## src/design/isf_spin_mem.sv

```systemverilog
// ----------------------------------------------------------------------------
// isf_spin_mem
// Spin store: one write, two registered reads; per-entry valid bits make
// unwritten spins read as -1 (zero) after reset.
// ----------------------------------------------------------------------------
module isf_spin_mem #(
  parameter int DEPTH = 64,
  parameter int IW    = 6
) (
  input  logic          clk,
  input  logic          rst,
  input  logic          we,
  input  logic [IW-1:0] waddr,
  input  logic          wdata,
  input  logic [IW-1:0] raddr_a,
  input  logic [IW-1:0] raddr_b,
  output logic          rdata_a,
  output logic          rdata_b
);
  logic mem [DEPTH];
  logic [DEPTH-1:0] vld;

  always_ff @(posedge clk) begin
    if (rst) begin
      vld <= '0;
    end else if (we) begin
      vld[waddr] <= 1'b1;
    end
  end

  always_ff @(posedge clk) begin
    if (we) begin
      mem[waddr] <= wdata;
    end
    rdata_a <= vld[raddr_a] & mem[raddr_a];
    rdata_b <= vld[raddr_b] & mem[raddr_b];
  end
endmodule

```

## config.mk

```make
export PLATFORM = sky130hd
export DESIGN_NAME = isf_spin_mem
export DESIGN_NICKNAME = d
export VERILOG_FILES = /design/src/design/isf_spin_mem.sv
export SDC_FILE = /design/constraint.sdc
export NUM_CORES = 1
export LEC_CHECK = 0
export ABC_CLOCK_PERIOD_IN_PS = 3300
export BUFFER_PORTS_ARGS = -buffer_cell sky130_fd_sc_hd__clkbuf_2
export CORE_MARGIN = 5
export CORE_UTILIZATION = 60
export DETAILED_ROUTE_END_ITERATION = 16
export HOLD_SLACK_MARGIN = 0.05
export PLACE_DENSITY = 0.85
export SYNTH_ARGS = -nofsm -noshare
export SYNTH_HDL_FRONTEND = slang
export SYNTH_SLANG_ARGS = --single-unit
```

## constraint.sdc

```tcl
create_clock -name clk -period 3.3 [get_ports clk]
set_clock_uncertainty 0.1 [all_clocks]
set_input_delay 0.33 -clock clk [delete_from_list [all_inputs] [get_ports clk]]
set_output_delay 0.33 -clock clk [all_outputs]
set_load 0.03 [all_outputs]
```

==> impl_metrics.csv <==
group,metric,value,unit
status,status,"complete, no violations",
power_and_ir_drop,p_comb_share,4.4,%
routing,drt_iter0_drc,578,
placed_design,port_buffers,23,
setup_path,worst-path-max-fanout,2,
yosys,syn_area,5580,sq um
placed_design,hpwl,9.30,mm
yosys,synth_mux_area_share,12.6,%
power_and_ir_drop,clockPowerShare,51.3,%
die,die_h,106,um
layout,final_util,69.6,%
yosys,synthArstFlopShare,0,%
timing,grt_setup_unrepaired,"no",
timing,fin_setup_tns,0,ns
clock_tree,cts.sinks,130,
timing,max_slew_margin,21.4,%
placed_design,dp_cells,638,
routing,wl,14.0,mm
clock_tree,ctsResizeCount,0,
setup_path,path_class,"reg -> reg",
clock_tree,holdBufCountCts,0,
power_and_ir_drop,power,3.86,mW
yosys,yosysUniqueCellTypes,42,
setup_path,worstPathArrival,2.41,ns
yosys,yosys.area_share.simple,23.3,%
power_and_ir_drop,leakage,2.09,nW
yosys,synth_compound_area_share,3.90,%
yosys,syn-num-nets,550,
clock_tree,cts_tree,"done",
setup_path,slowest_stage,"mux4_1",
timing,min_period,2.06,ns
power_and_ir_drop,switching_power,0.799,mW
layout,nets,568,
timing,max_freq,0.485,GHz
setup_path,worstPathCellList,"nand2_1, mux4_1, mux4_2, nand2b_4, a211oi_1",
setup_path,critPathCaptureType,"flop",
routing,routedWlPerCell,20.8,um
routing,firstDrtPassIters,7,
clock_tree,post_cts_buffers,0,
timing,hold_viol,0,
layout,diodes,0,
yosys,netlist_instances,528,
power_and_ir_drop,p_int,3.07,mW
timing,timing.final.crit_share,62.4,%
power_and_ir_drop,power_frac_seq,44.3,%
clock_tree,cts_buffers,17,
die,core_area,9150,sq um
routing,antenna_left,0,
routing,drcViolationCount,0,
die,die_w,106,um
yosys,ys_seq_area_share,58.1,%
yosys,synth_top_family_by_area,"simple AND/OR/NAND/NOR gates",
yosys,synth_xor_area_share,0,%
clock_tree,clock_insertion_delay_worst_skew,0.53,ns
placed_design,gp_congestion,0.943,
die,rows,35,
timing,slew_violations,0,
clock_tree,root_buffer,"clkbuf_8",
setup_path,cp.required,3.65,ns
grt,grt_max_degree,65,
yosys,synthAdderAreaFrac,0,%
grt,grt_antenna_before_repair,0,
timing,setup-violations-final,0,
yosys,yosys_warnings,0,
setup_path,crit_path_start_kind,"flop",
grt,grt_pass1_vias,4190,
timing,worstMarginPinSlew,1.18,ns
yosys,syn_avg_cell_area,10.6,sq um
hold_path,hp-class,"in -> reg",
die,die_area,11300,sq um
power_and_ir_drop,power_density,607,nW/um^2
setup_path,path_buf_inv,0,
setup_path,critPathTopFamily,"multiplexers",
clock_tree,clockBufferDepth,2,
layout,area_delta_synth_final,14.0,%
grt,grt_first_pass_wirelength,21.8,mm
die,io_pins,24,
routing,via_per_inst,6.43,
routing,vias,4305,
layout,finish.instance_area,6370,sq um
layout,fill_cells,590,
run,drv_cap,0,
grt,track_usage,25.8,%
placed_design,place_area,5740,sq um
yosys,synth_enable_flop_cells,64,
layout,stdcell_count,670,
clock_tree,htreeDepth,4,
power_and_ir_drop,vdd_drop_max,0.000435,V
yosys,yosys_register_bits,130,
layout,drive_gt1_share,16.6,%
die,start_util,61.0,%
clock_tree,clk_pin_slew,0.06,ns
setup_path,critPathMaxStageDelay,0.57,ns
grt,grt_overflow,0,
power_and_ir_drop,switching_share,20.7,%
yosys,synthFlopType,"dfxtp_1",
## synth_stat cells (5+ instances only)
cell type | number | area share, %
a21oi_1 | 5 | 0.45
or2_2 | 5 | 0.56
nand3_1 | 9 | 0.81
dfxtp_1 | 66 | 24
nor3_1 | 5 | 0.45
edfxtp_1 | 64 | 34
nor4_1 | 8 | 0.90
nor2_1 | 180 | 12
mux4_2 | 28 | 11
nand2b_1 | 8 | 0.90
clkbuf_1 | 17 | 1.1
nand2_1 | 75 | 5.0
## path summary, 6_finish.rpt
path,start,endpoint,slack (ns),cells past startpoint
max,vld[37],rdata_b,1.24,5
min,raddr_a[4],rdata_a,0.11,3
max reg2reg,vld[37],rdata_b,1.24,5
min reg2reg,vld[53],vld[53],0.37,2
## sequential cells by signal (all words and copies together) (netlist names)
| signal | count |
|---|---|
| vld | 64 |
| mem | 64 |
| rdata_a | 1 |
| rdata_b | 1 |
## final cells by class
class / count / area (sq um) / share of cell area (%)
multi-input cells: 370 / 2220 / 34.9
flip-flops and latches: 130 / 3240 / 50.9
clock inverters: 8 / 150 / 2.36
repair buffers: 24 / 123 / 1.93
inverters: 3 / 11.3 / 0.177
well taps: 111 / 139 / 2.18
clock buffers: 24 / 480 / 7.55
## worst register-to-register path: stages (launching register included)
cell and delay [ns]:
dfxtp_1 0.34, nand2_1 0.10, mux4_1 0.57, mux4_2 0.50, nand2b_4 0.16, a211oi_1 0.21
## cell families (layout without fill, tap and decap cells)
family | after synthesis | after routing
buf+inv | 28 | 59
flops | 130 | 130
compound gates | 29 | 29
mux | 32 | 32
simple gates | 309 | 309
## metal layers
layer / vias up / wire length (um) / global-route usage [%]
met3: 54 / 1440 / 6.56
met2: 315 / 7000 / 43.2
met4: 0 / 504 / 11.7
li1: 1883 / - / -
met1: 2053 / 5010 / 31.4
met5: - / 0 / 0
## metrics by stage
step                setup slack (ns)  hold WS (ns)
floorplan                       1.26         0.329
global placement                1.09         0.349
detailed placement             0.987         0.360
CTS                             1.24         0.109
global route                    1.19         0.143
finish                          1.24         0.115
## power groups by stage
| stage | Clock [mW] | Combinational [mW] | Sequential [mW] |
|---|---|---|---|
| 2_1_floorplan | 0 | 0.103 | 1.75 |
| 3_3_place_gp | 0 | 0.158 | 1.75 |
| 3_5_place_dp | 0 | 0.164 | 1.75 |
| 4_1_cts | 1.98 | 0.167 | 1.71 |
| 5_1_grt | 2.06 | 0.182 | 1.71 |
| 6_report | 1.98 | 0.171 | 1.71 |
## layout by cell type, fill, tap and decap left out, types with 5 or more instances in the layout
cell	synthesis	layout
a21oi_1	5	5
clkbuf_16	0	16
clkbuf_2	0	23
clkbuf_8	0	5
dfxtp_1	66	66
edfxtp_1	64	64
mux4_2	28	28
nand2_1	75	75
nand2b_1	8	8
nand3_1	9	9
nor2_1	180	180
nor3_1	5	5
nor4_1	8	8
or2_2	5	5
(Power assumes the default switching activity.)
